`config.mk`:
```
export PLATFORM = sky130hd
export DESIGN_NAME = circular_stack_alu_flat
export DESIGN_NICKNAME = d
export VERILOG_FILES = /design/src/hdl/csa_pkg.sv /design/src/hdl/csa_if.sv /design/src/hdl/csa_ctrl.sv /design/src/hdl/csa_div.sv /design/src/hdl/csa_datapath.sv /design/src/hdl/circular_stack_alu.sv /design/src/flat_wrapper.sv
export SDC_FILE = /design/constraint.sdc
export NUM_CORES = 2
export LEC_CHECK = 0
export CORE_ASPECT_RATIO = 0.8
export CORE_MARGIN = 10
export CORE_UTILIZATION = 40
export DETAILED_ROUTE_END_ITERATION = 16
export DONT_BUFFER_PORTS = 1
export GPL_TIMING_DRIVEN = 0
export PLACE_DENSITY = 0.62
export SYNTH_ARGS = -nofsm -noshare
export SYNTH_HDL_FRONTEND = slang
export SYNTH_SLANG_ARGS = --single-unit
```
`constraint.sdc`:
```
create_clock -name clock -period 8.49 [get_ports clock]
set_input_delay 2.1225 -clock clock [delete_from_list [all_inputs] [get_ports clock]]
set_output_delay 2.1225 -clock clock [all_outputs]
set_load 0.02 [all_outputs]
```
`src/hdl/csa_pkg.sv`:
```
// Shared types and constants for the circular stack calculator.
package csa_pkg;

   localparam int CSA_DEPTH = 8;
   localparam int WORD_W    = 32;
   localparam int CMD_W     = 4;

   typedef enum logic [CMD_W-1:0] {
      OP_PUSH = 4'd0,
      OP_POP  = 4'd1,
      OP_AND  = 4'd2,
      OP_MUL  = 4'd3,
      OP_ADD  = 4'd4,
      OP_INC  = 4'd5,
      OP_SUB  = 4'd6,
      OP_DEC  = 4'd7,
      OP_DIV  = 4'd8,
      OP_XOR  = 4'd9,
      OP_OR   = 4'd10,
      OP_DUMP = 4'd11
   } csa_op_type;

   typedef enum logic [3:0] {
      ST_IDLE,
      ST_PUSH,
      ST_READ_A,
      ST_LOAD_A,
      ST_LOAD_T,
      ST_EXEC,
      ST_DIV_WAIT,
      ST_WRITE,
      ST_EMIT,
      ST_DUMP_RD,
      ST_DUMP_EMIT
   } csa_state_type;

   typedef enum logic [1:0] {
      RD_TOP,
      RD_BELOW,
      RD_DUMP
   } csa_rd_sel_type;

   // controller -> datapath
   typedef struct packed {
      logic           take;       // latch push word at accept
      logic           rd_en;
      csa_rd_sel_type rd_sel;
      logic           push;       // top up, write word, result = word
      logic           pop;        // right operand = read word, top down
      logic           unary;      // top +/- 1 written back
      logic           load_t;     // left operand = read word
      logic           exec;       // result = logic/arith op
      logic           div_start;
      logic           div_take;   // result = quotient or all ones
      logic           wr_res;     // write result over top
      logic           emit;       // load response register from result
      logic           dump_init;
      logic           dump_emit;  // load response register from read word
      logic           dump_step;
      csa_op_type     op;
   } csa_ctl_type;

   // datapath -> controller
   typedef struct packed {
      logic div_done;
      logic rsp_free;
      logic dump_last;
   } csa_stat_type;

endpackage

```
`src/hdl/csa_if.sv`:
```
// Request and response channel interfaces.
interface csa_req_if;
   logic                       valid;
   logic                       ready;
   logic [csa_pkg::CMD_W-1:0]  cmd;
   logic [csa_pkg::WORD_W-1:0] value;

   modport source (output valid, output cmd, output value, input ready);
   modport sink   (input valid, input cmd, input value, output ready);
endinterface

interface csa_rsp_if;
   logic                       valid;
   logic                       ready;
   logic [csa_pkg::WORD_W-1:0] data;
   logic                       last;
   logic                       div_zero;

   modport source (output valid, output data, output last, output div_zero, input ready);
   modport sink   (input valid, input data, input last, input div_zero, output ready);
endinterface

```
`src/hdl/csa_ctrl.sv`:
```
// Command sequencer for the stack calculator.
module csa_ctrl (
   input  logic                      clock,
   input  logic                      reset,
   input  logic                      req_valid,
   output logic                      req_ready,
   input  logic [csa_pkg::CMD_W-1:0] req_cmd,
   output csa_pkg::csa_ctl_type      ctl,
   input  csa_pkg::csa_stat_type     stat
);
   import csa_pkg::*;

   csa_state_type state_ff, state_in;
   csa_op_type    op_ff, op_in;

   always_ff @(posedge clock) begin
      if (reset) begin
         state_ff <= ST_IDLE;
      end else begin
         state_ff <= state_in;
      end
   end

   always_ff @(posedge clock) begin
      op_ff <= op_in;
   end

   always_comb begin
      state_in   = state_ff;
      op_in      = op_ff;
      req_ready  = 1'b0;
      ctl        = '0;
      ctl.rd_sel = RD_TOP;
      ctl.op     = op_ff;
      case (state_ff)
         ST_IDLE: begin
            req_ready = 1'b1;
            if (req_valid) begin
               ctl.take = 1'b1;
               op_in    = csa_op_type'(req_cmd);
               case (req_cmd)
                  OP_PUSH: state_in = ST_PUSH;
                  OP_POP, OP_INC, OP_DEC, OP_AND, OP_MUL, OP_ADD,
                  OP_SUB, OP_DIV, OP_XOR, OP_OR: state_in = ST_READ_A;
                  OP_DUMP: begin
                     ctl.dump_init = 1'b1;
                     state_in      = ST_DUMP_RD;
                  end
                  default: state_in = ST_IDLE;   // unused codes are dropped
               endcase
            end
         end
         ST_PUSH: begin
            ctl.push = 1'b1;
            state_in = ST_EMIT;
         end
         ST_READ_A: begin
            ctl.rd_en  = 1'b1;
            ctl.rd_sel = RD_TOP;
            state_in   = ST_LOAD_A;
         end
         ST_LOAD_A: begin
            case (op_ff)
               OP_POP: begin
                  ctl.pop  = 1'b1;
                  state_in = ST_EMIT;
               end
               OP_INC, OP_DEC: begin
                  ctl.unary = 1'b1;
                  state_in  = ST_EMIT;
               end
               default: begin
                  ctl.pop    = 1'b1;
                  ctl.rd_en  = 1'b1;
                  ctl.rd_sel = RD_BELOW;
                  state_in   = ST_LOAD_T;
               end
            endcase
         end
         ST_LOAD_T: begin
            ctl.load_t = 1'b1;
            state_in   = ST_EXEC;
         end
         ST_EXEC: begin
            if (op_ff == OP_DIV) begin
               ctl.div_start = 1'b1;
               state_in      = ST_DIV_WAIT;
            end else begin
               ctl.exec = 1'b1;
               state_in = ST_WRITE;
            end
         end
         ST_DIV_WAIT: begin
            if (stat.div_done) begin
               ctl.div_take = 1'b1;
               state_in     = ST_WRITE;
            end
         end
         ST_WRITE: begin
            ctl.wr_res = 1'b1;
            state_in   = ST_EMIT;
         end
         ST_EMIT: begin
            if (stat.rsp_free) begin
               ctl.emit = 1'b1;
               state_in = ST_IDLE;
            end
         end
         ST_DUMP_RD: begin
            ctl.rd_en  = 1'b1;
            ctl.rd_sel = RD_DUMP;
            state_in   = ST_DUMP_EMIT;
         end
         ST_DUMP_EMIT: begin
            if (stat.rsp_free) begin
               ctl.dump_emit = 1'b1;
               if (stat.dump_last) begin
                  state_in = ST_IDLE;
               end else begin
                  ctl.dump_step = 1'b1;
                  state_in      = ST_DUMP_RD;
               end
            end
         end
         default: state_in = ST_IDLE;
      endcase
   end

endmodule

```
`src/hdl/csa_div.sv`:
```
// Radix-2 restoring divider, one quotient bit per cycle.
module csa_div (
   input  logic                       clock,
   input  logic                       reset,
   input  logic                       start,
   input  logic [csa_pkg::WORD_W-1:0] dividend,
   input  logic [csa_pkg::WORD_W-1:0] divisor,
   output logic                       done,
   output logic [csa_pkg::WORD_W-1:0] quotient
);
   import csa_pkg::*;

   localparam int CW = $clog2(WORD_W);

   logic              busy_ff, busy_in;
   logic              done_ff, done_in;
   logic [CW-1:0]     cnt_ff, cnt_in;
   logic [WORD_W-1:0] rem_ff, rem_in;
   logic [WORD_W-1:0] quo_ff, quo_in;
   logic [WORD_W-1:0] dvs_ff, dvs_in;
   logic [WORD_W:0]   shifted;
   logic [WORD_W:0]   diff;

   assign shifted = {rem_ff, quo_ff[WORD_W-1]};
   assign diff    = shifted - {1'b0, dvs_ff};

   always_comb begin
      busy_in = busy_ff;
      done_in = 1'b0;
      cnt_in  = cnt_ff;
      rem_in  = rem_ff;
      quo_in  = quo_ff;
      dvs_in  = dvs_ff;
      if (start) begin
         busy_in = 1'b1;
         cnt_in  = CW'(WORD_W - 1);
         rem_in  = '0;
         quo_in  = dividend;
         dvs_in  = divisor;
      end else if (busy_ff) begin
         if (!diff[WORD_W]) begin
            rem_in = diff[WORD_W-1:0];
            quo_in = {quo_ff[WORD_W-2:0], 1'b1};
         end else begin
            rem_in = shifted[WORD_W-1:0];
            quo_in = {quo_ff[WORD_W-2:0], 1'b0};
         end
         cnt_in = cnt_ff - 1'b1;
         if (cnt_ff == '0) begin
            busy_in = 1'b0;
            done_in = 1'b1;
         end
      end
   end

   always_ff @(posedge clock) begin
      if (reset) begin
         busy_ff <= 1'b0;
         done_ff <= 1'b0;
      end else begin
         busy_ff <= busy_in;
         done_ff <= done_in;
      end
   end

   always_ff @(posedge clock) begin
      cnt_ff <= cnt_in;
      rem_ff <= rem_in;
      quo_ff <= quo_in;
      dvs_ff <= dvs_in;
   end

   assign done     = done_ff;
   assign quotient = quo_ff;

endmodule

```
`src/hdl/csa_datapath.sv`:
```
// Stack memory, pointers, operand and result registers, response register.
module csa_datapath #(
   parameter int DEPTH = csa_pkg::CSA_DEPTH
) (
   input  logic                       clock,
   input  logic                       reset,
   input  csa_pkg::csa_ctl_type       ctl,
   output csa_pkg::csa_stat_type      stat,
   input  logic [csa_pkg::WORD_W-1:0] req_value,
   output logic                       rsp_valid,
   input  logic                       rsp_ready,
   output logic [csa_pkg::WORD_W-1:0] rsp_data,
   output logic                       rsp_last,
   output logic                       rsp_div_zero
);
   import csa_pkg::*;

   localparam int PW = $clog2(DEPTH);

   function automatic logic [PW-1:0] ptr_up(input logic [PW-1:0] p);
      ptr_up = (p == PW'(DEPTH - 1)) ? '0 : p + 1'b1;
   endfunction

   function automatic logic [PW-1:0] ptr_down(input logic [PW-1:0] p);
      ptr_down = (p == '0) ? PW'(DEPTH - 1) : p - 1'b1;
   endfunction

   // stack store; a slot never written reads as zero
   logic [WORD_W-1:0] stack_ff [DEPTH];
   logic [DEPTH-1:0]  vld_ff;

   logic [PW-1:0]     top_ff, top_in;
   logic [PW-1:0]     dump_ptr_ff, dump_ptr_in;
   logic [PW-1:0]     dump_cnt_ff, dump_cnt_in;
   logic [WORD_W-1:0] value_ff;
   logic [WORD_W-1:0] rd_data_ff;
   logic              rd_vld_ff;
   logic [WORD_W-1:0] a_ff;
   logic [WORD_W-1:0] t_ff;
   logic [WORD_W-1:0] res_ff, res_in;
   logic              dz_ff, dz_in;
   logic              rsp_valid_ff, rsp_valid_in;
   logic [WORD_W-1:0] rsp_data_ff, rsp_data_in;
   logic              rsp_last_ff, rsp_last_in;
   logic              rsp_dz_ff, rsp_dz_in;

   logic [PW-1:0]     rd_addr;
   logic              wr_en;
   logic [PW-1:0]     wr_addr;
   logic [WORD_W-1:0] wr_data;
   logic [WORD_W-1:0] rd_word;
   logic [WORD_W-1:0] unary_word;
   logic [WORD_W-1:0] alu_word;
   logic              div_done;
   logic [WORD_W-1:0] div_quo;
   logic              rsp_free;

   csa_div u_div (
      .clock    (clock),
      .reset    (reset),
      .start    (ctl.div_start),
      .dividend (t_ff),
      .divisor  (a_ff),
      .done     (div_done),
      .quotient (div_quo)
   );

   assign rd_word    = rd_vld_ff ? rd_data_ff : '0;
   assign unary_word = (ctl.op == OP_INC) ? rd_word + WORD_W'(1) : rd_word - WORD_W'(1);
   assign rsp_free   = !rsp_valid_ff || rsp_ready;

   always_comb begin
      case (ctl.rd_sel)
         RD_TOP:   rd_addr = top_ff;
         RD_BELOW: rd_addr = ptr_down(top_ff);
         RD_DUMP:  rd_addr = dump_ptr_ff;
         default:  rd_addr = top_ff;
      endcase
   end

   always_comb begin
      case (ctl.op)
         OP_AND:  alu_word = t_ff & a_ff;
         OP_MUL:  alu_word = t_ff * a_ff;
         OP_ADD:  alu_word = t_ff + a_ff;
         OP_SUB:  alu_word = t_ff - a_ff;
         OP_XOR:  alu_word = t_ff ^ a_ff;
         OP_OR:   alu_word = t_ff | a_ff;
         default: alu_word = '0;
      endcase
   end

   always_comb begin
      wr_en   = 1'b0;
      wr_addr = top_ff;
      wr_data = res_ff;
      if (ctl.push) begin
         wr_en   = 1'b1;
         wr_addr = ptr_up(top_ff);
         wr_data = value_ff;
      end else if (ctl.unary) begin
         wr_en   = 1'b1;
         wr_data = unary_word;
      end else if (ctl.wr_res) begin
         wr_en   = 1'b1;
      end
   end

   always_comb begin
      top_in      = top_ff;
      dump_ptr_in = dump_ptr_ff;
      dump_cnt_in = dump_cnt_ff;
      res_in      = res_ff;
      dz_in       = dz_ff;
      if (ctl.push) begin
         top_in = ptr_up(top_ff);
         res_in = value_ff;
         dz_in  = 1'b0;
      end
      if (ctl.pop) begin
         top_in = ptr_down(top_ff);
         res_in = rd_word;
         dz_in  = 1'b0;
      end
      if (ctl.unary) begin
         res_in = unary_word;
         dz_in  = 1'b0;
      end
      if (ctl.exec) begin
         res_in = alu_word;
         dz_in  = 1'b0;
      end
      if (ctl.div_take) begin
         res_in = (a_ff == '0) ? '1 : div_quo;
         dz_in  = (a_ff == '0);
      end
      if (ctl.dump_init) begin
         dump_ptr_in = ptr_up(top_ff);
         dump_cnt_in = '0;
      end
      if (ctl.dump_step) begin
         dump_ptr_in = ptr_up(dump_ptr_ff);
         dump_cnt_in = dump_cnt_ff + 1'b1;
      end
   end

   always_comb begin
      rsp_valid_in = rsp_valid_ff;
      rsp_data_in  = rsp_data_ff;
      rsp_last_in  = rsp_last_ff;
      rsp_dz_in    = rsp_dz_ff;
      if (rsp_valid_ff && rsp_ready) begin
         rsp_valid_in = 1'b0;
      end
      if (ctl.emit) begin
         rsp_valid_in = 1'b1;
         rsp_data_in  = res_ff;
         rsp_last_in  = 1'b1;
         rsp_dz_in    = dz_ff;
      end else if (ctl.dump_emit) begin
         rsp_valid_in = 1'b1;
         rsp_data_in  = rd_word;
         rsp_last_in  = stat.dump_last;
         rsp_dz_in    = 1'b0;
      end
   end

   // memory port
   always_ff @(posedge clock) begin
      if (wr_en) begin
         stack_ff[wr_addr] <= wr_data;
      end
      if (ctl.rd_en) begin
         rd_data_ff <= stack_ff[rd_addr];
         rd_vld_ff  <= vld_ff[rd_addr];
      end
   end

   always_ff @(posedge clock) begin
      if (reset) begin
         vld_ff       <= '0;
         top_ff       <= '0;
         rsp_valid_ff <= 1'b0;
      end else begin
         if (wr_en) begin
            vld_ff[wr_addr] <= 1'b1;
         end
         top_ff       <= top_in;
         rsp_valid_ff <= rsp_valid_in;
      end
   end

   always_ff @(posedge clock) begin
      if (ctl.take) begin
         value_ff <= req_value;
      end
      if (ctl.pop) begin
         a_ff <= rd_word;
      end
      if (ctl.load_t) begin
         t_ff <= rd_word;
      end
      dump_ptr_ff <= dump_ptr_in;
      dump_cnt_ff <= dump_cnt_in;
      res_ff      <= res_in;
      dz_ff       <= dz_in;
      rsp_data_ff <= rsp_data_in;
      rsp_last_ff <= rsp_last_in;
      rsp_dz_ff   <= rsp_dz_in;
   end

   assign stat.div_done  = div_done;
   assign stat.rsp_free  = rsp_free;
   assign stat.dump_last = (dump_cnt_ff == PW'(DEPTH - 1));

   assign rsp_valid    = rsp_valid_ff;
   assign rsp_data     = rsp_data_ff;
   assign rsp_last     = rsp_last_ff;
   assign rsp_div_zero = rsp_dz_ff;

endmodule

```
`src/hdl/circular_stack_alu.sv`:
```
// Top level of the reverse-Polish calculator on a circular word stack.
//
//  channel   direction  handshake          payload
//  req_bus   in         valid / ready      cmd[3:0], value[31:0]
//  rsp_bus   out        valid / ready      data[31:0], last, div_zero
//
// Per command: push writes above the top, then responds; pop and inc/dec read
//   the top, pop it or write it back, then respond; binary ops also read the
//   word below, operate (div: one quotient bit per cycle), write back and
//   respond; dump reads each slot on the single stack memory port, responds.
// Reset is synchronous; per-slot valid bits clear the stack at once, no sweep.
// A stalled response holds the sequencer at its output step; a new command
// is taken while the previous final response still waits.
module circular_stack_alu #(
   parameter int DEPTH = csa_pkg::CSA_DEPTH
) (
   input logic       clock,
   input logic       reset,
   csa_req_if.sink   req_bus,
   csa_rsp_if.source rsp_bus
);
   import csa_pkg::*;

   csa_ctl_type  ctl;    // sequencer commands
   csa_stat_type stat;   // datapath status

   // sequencer: one command at a time, steps the stack through its read,
   // operate, write-back and respond phases
   csa_ctrl u_ctrl (
      .clock     (clock),
      .reset     (reset),
      .req_valid (req_bus.valid),
      .req_ready (req_bus.ready),
      .req_cmd   (req_bus.cmd),
      .ctl       (ctl),
      .stat      (stat)
   );

   // stack store, top pointer, operands, ALU, divider and response register
   csa_datapath #(
      .DEPTH (DEPTH)
   ) u_datapath (
      .clock        (clock),
      .reset        (reset),
      .ctl          (ctl),
      .stat         (stat),
      .req_value    (req_bus.value),
      .rsp_valid    (rsp_bus.valid),
      .rsp_ready    (rsp_bus.ready),
      .rsp_data     (rsp_bus.data),
      .rsp_last     (rsp_bus.last),
      .rsp_div_zero (rsp_bus.div_zero)
   );

endmodule

```
`src/flat_wrapper.sv`:
```
// flat-port wrapper written by rule: the top's interface ports become plain ports
module circular_stack_alu_flat import csa_pkg::*;
#(
   parameter int DEPTH = csa_pkg::CSA_DEPTH
)
  (clock, reset, req_bus_valid, req_bus_cmd, req_bus_value, req_bus_ready, rsp_bus_valid, rsp_bus_data, rsp_bus_last, rsp_bus_div_zero, rsp_bus_ready);
  csa_req_if req_bus_i ();
  csa_rsp_if rsp_bus_i ();
  input logic clock;
  input logic reset;
  input wire logic [$bits(req_bus_i.valid)-1:0] req_bus_valid;
  input wire logic [$bits(req_bus_i.cmd)-1:0] req_bus_cmd;
  input wire logic [$bits(req_bus_i.value)-1:0] req_bus_value;
  output wire logic [$bits(req_bus_i.ready)-1:0] req_bus_ready;
  output wire logic [$bits(rsp_bus_i.valid)-1:0] rsp_bus_valid;
  output wire logic [$bits(rsp_bus_i.data)-1:0] rsp_bus_data;
  output wire logic [$bits(rsp_bus_i.last)-1:0] rsp_bus_last;
  output wire logic [$bits(rsp_bus_i.div_zero)-1:0] rsp_bus_div_zero;
  input wire logic [$bits(rsp_bus_i.ready)-1:0] rsp_bus_ready;
  assign req_bus_i.valid = req_bus_valid;
  assign req_bus_i.cmd = req_bus_cmd;
  assign req_bus_i.value = req_bus_value;
  assign req_bus_ready = req_bus_i.ready;
  assign rsp_bus_valid = rsp_bus_i.valid;
  assign rsp_bus_data = rsp_bus_i.data;
  assign rsp_bus_last = rsp_bus_i.last;
  assign rsp_bus_div_zero = rsp_bus_i.div_zero;
  assign rsp_bus_i.ready = rsp_bus_ready;
  circular_stack_alu #(.DEPTH(DEPTH)) u_core (.clock(clock), .reset(reset), .req_bus(req_bus_i), .rsp_bus(rsp_bus_i));
endmodule
```
==> impl_metrics.yaml <==
layout:
  area_growth_syn_to_layout_pct: 9.590
  utilization: 0.4431
  stdcell_area_um2: 50000
  nets: 5182
  instances_no_fill: 5996
  nFillCells: 10729
  drive_gt1_frac: 0.09038
die:
  die-area_um2: 128100
  fp.dieH_um: 322.1
  core_um2: 112900
  pin_count: 76
  start_util: 0.4043
  die_x_um: 397.6
  num_rows: 110
sta:
  fin_crit_sh: 0.9929
  slew_violations: 0
  fmax_mhz: 118.6
  hold_viol: 0
  tightestPinTransition_ps: 1373
  setup_viol: 0
  setup_slack_ps: 60.57
  fin_crit_ps: 8429
  relSlewSlack: 0.07753
  rsz0062_at_grt: "yes"
  skew_ps: 58.18
pwr:
  p_leak_nw: 20.40
  power.density_nw_per_um2: 358.8
  irDropWorstVdd_v: 0.0007746
  switchingPower_mw: 8.704
  seq_power_share: 0.202
  p_int_mw: 9.239
  p_comb_frac: 0.667
  p_total_mw: 17.94
  switching_share: 0.4851
  clkPwrFrac: 0.130
clocking:
  insertion_delay_ps: 640
  h-tree-depth: 2
  root_buffer: "clkbuf_16"
  clkTransAtPathRegs_ps: 70
  cts.sinks: 581
  cts_buffers: 50
  clockBufferDepth: 3
  cts_tree: "built"
logic_synthesis:
  async_flop_share: 0
  ys_types: 91
  ys_seq_elements: 581
  ys_warn_count: 0
  syn_inst: 4345
  synthTopCellsByArea: "edfxtp_1 (35%), fa_1 (18%), ha_1 (8.0%), inv_1 (4.2%), nor2_1 (4.0%)"
  synth_most_common_cell: "edfxtp_1"
  synth_edf_count: 525
  seq_area_frac_synth: 0.3701
  ys.flop_type: "edfxtp_1"
  syn_area_um2: 45630
  netlist.area_leader.share: 0.3455
  netlist_top_cells_count: "edfxtp_1 (525), inv_1 (512), nor2_1 (492), nand2_1 (459), fa_1 (411)"
  syn_nets: 5088
  yosysTopAreaCell: "edfxtp_1"
  avgSynthCellArea_um2: 10.50
placement:
  dp_slack_ps: -1062
  place_area_um2: 47930
  io_buffer_count: 0
  place_inst: 5877
  place.gp.congestion: 1.019
  dp_hpwl_um: 126800
setup_path:
  critical_path_required_ps: 8770
  crit_type: "register to register"
  critical_path.top_delay_family: "adder cells"
  end_kind: "register"
  start_kind: "register"
  worst-path-buf-inv: 7
  slowest_stage: "fa_1"
  max_stage_delay_ps: 590
  crit_fanout: 10
  crit_top_cell: "fa_1"
  worstPathArrival_ps: 8710
route:
  vias: 35148
  postRouteAntennaNets: 0
  dr.pass1.iters: 6
  first_iter_violations: 4786
  drt_wl_total_um: 162700
  drc: 0
  wl_per_cell_um: 27.13
  via_per_inst: 5.862
global_route:
  grt_first_pass_wirelength_um: 235100
  grt.overflow.total: 0
  antenna_found_initial: 8
  grt_usage: 0.2482
  grt_max_degree: 40
  grt_pass1_vias: 33949
flow_run:
  cap_violations: 0
min_path:
  hp-class: "register to register"
outcome:
  outcome: "complete, no violations"
-- cells in the final DEF, fill, tap and decap left out, types with 19 or more instances in the layout --
| cell type | count |
|---|---|
| ha_1 | 292 |
| o211ai_1 | 32 |
| nand2_1 | 459 |
| buf_4 | 34 |
| clkbuf_1 | 119 |
| fa_1 | 411 |
| a21oi_1 | 211 |
| xnor2_1 | 139 |
| nand3_1 | 43 |
| buf_2 | 22 |
| clkbuf_16 | 50 |
| nor2_1 | 483 |
| a221oi_1 | 23 |
| xor2_1 | 54 |
| mux4_2 | 66 |
| a21o_1 | 51 |
| mux2i_1 | 28 |
| a31oi_1 | 34 |
| o21ai_1 | 53 |
| nor2b_1 | 19 |
| nor3_1 | 52 |
| edfxtp_1 | 525 |
| o21a_1 | 25 |
| o21ai_0 | 171 |
| clkinv_2 | 22 |
| dfxtp_1 | 56 |
| and2_1 | 24 |
| inv_1 | 503 |
| clkbuf_2 | 32 |
| mux2_2 | 51 |
| nand2b_1 | 36 |
-- metal layers --
layer,GRT usage,vias up,part of all wire
li1,-,14979,-
met1,0.3684,17866,0.44
met2,0.3467,2056,0.41
met3,0.08360,241,0.14
met4,0.05050,6,0.020
met5,0,-,0.00025
-- area by class of cell --
cell class / count / area (µm²) / area share
clock buffers: 65 / 1338 / 0.02675
flip-flops and latches: 581 / 16890 / 0.3377
plain buffers: 203 / 953.4 / 0.01907
multi-input cells: 3018 / 26030 / 0.5205
clock inverters: 29 / 299.0 / 0.005980
repair buffers: 47 / 533.0 / 0.01066
diodes: 3 / 7.507 / 0.0001501
well taps: 1512 / 1892 / 0.03783
inverters: 538 / 2066 / 0.04131
-- state kept, by name (all words and copies together) (netlist names), 32 cells and up --
signal,flops
u_core.u_datapath.stack_ff,256
u_core.u_datapath.a_ff,32
u_core.u_datapath.rd_data_ff,32
u_core.u_datapath.res_ff,32
u_core.u_datapath.rsp_data,32
u_core.u_datapath.t_ff,32
u_core.u_datapath.u_div.dvs_ff,32
u_core.u_datapath.u_div.quotient,32
u_core.u_datapath.u_div.rem_ff,32
u_core.u_datapath.value_ff,32
-- through the flow --
| stage | hold WS (ps) | TNS (ps) |
|---|---|---|
| 2_1_floorplan | 434.8 | 0 |
| 3_3_place_gp | 446.1 | -14300 |
| 3_5_place_dp | 458.6 | -10590 |
| 4_1_cts | 475.2 | 0 |
| 5_1_grt | 500.7 | -39.88 |
| 6_report | 471.5 | 0 |
-- tightest hold or removal path, stage by stage, from the launching register on --
cell	delay (ps)
dfxtp_1	330
nor2_1	50
nor2_1	60
-- final timing paths --
check,from,end,slack [ps],cells after the start
worst min register to register,u_core.u_datapath.vld_ff[2],u_core.u_datapath.vld_ff[2],470,2
worst min-delay path,u_core.u_datapath.vld_ff[2],u_core.u_datapath.vld_ff[2],470,2
worst max register to register,u_core.u_datapath.a_ff[13],u_core.u_datapath.res_ff[29],60,27
worst max-delay path,u_core.u_datapath.a_ff[13],u_core.u_datapath.res_ff[29],60,27
-- what timing repair did --
item,4_1_cts,5_1_grt
setup endpoints to repair,17,10
buffers inserted,6,20
gates resized for setup,76,71
pin swaps,0,1
gates cloned,0,0
hold buffers,0,0
-- power groups by stage --
stage / Combinational, mW / Clock (mW) / Sequential [mW]
global placement: 11.3 / 0 / 3.71
global route: 12.7 / 2.47 / 3.64
finish: 12.0 / 2.34 / 3.63
detailed placement: 11.3 / 0 / 3.69
floorplan: 7.78 / 0 / 3.61
CTS: 11.5 / 2.36 / 3.63
-- cells by family after synthesis --
family,Yosys count,synth area share
AND/OR/NAND/NOR,1205,0.1128
AO/OA/AOI/OAI,770,0.1054
adder cells (fa/ha/maj),703,0.2604
multiplexers,145,0.05131
XOR/XNOR,195,0.03760
buffers and inverters,746,0.06241
flip-flops,581,0.3701
Power figures use the tool's default switching activity.
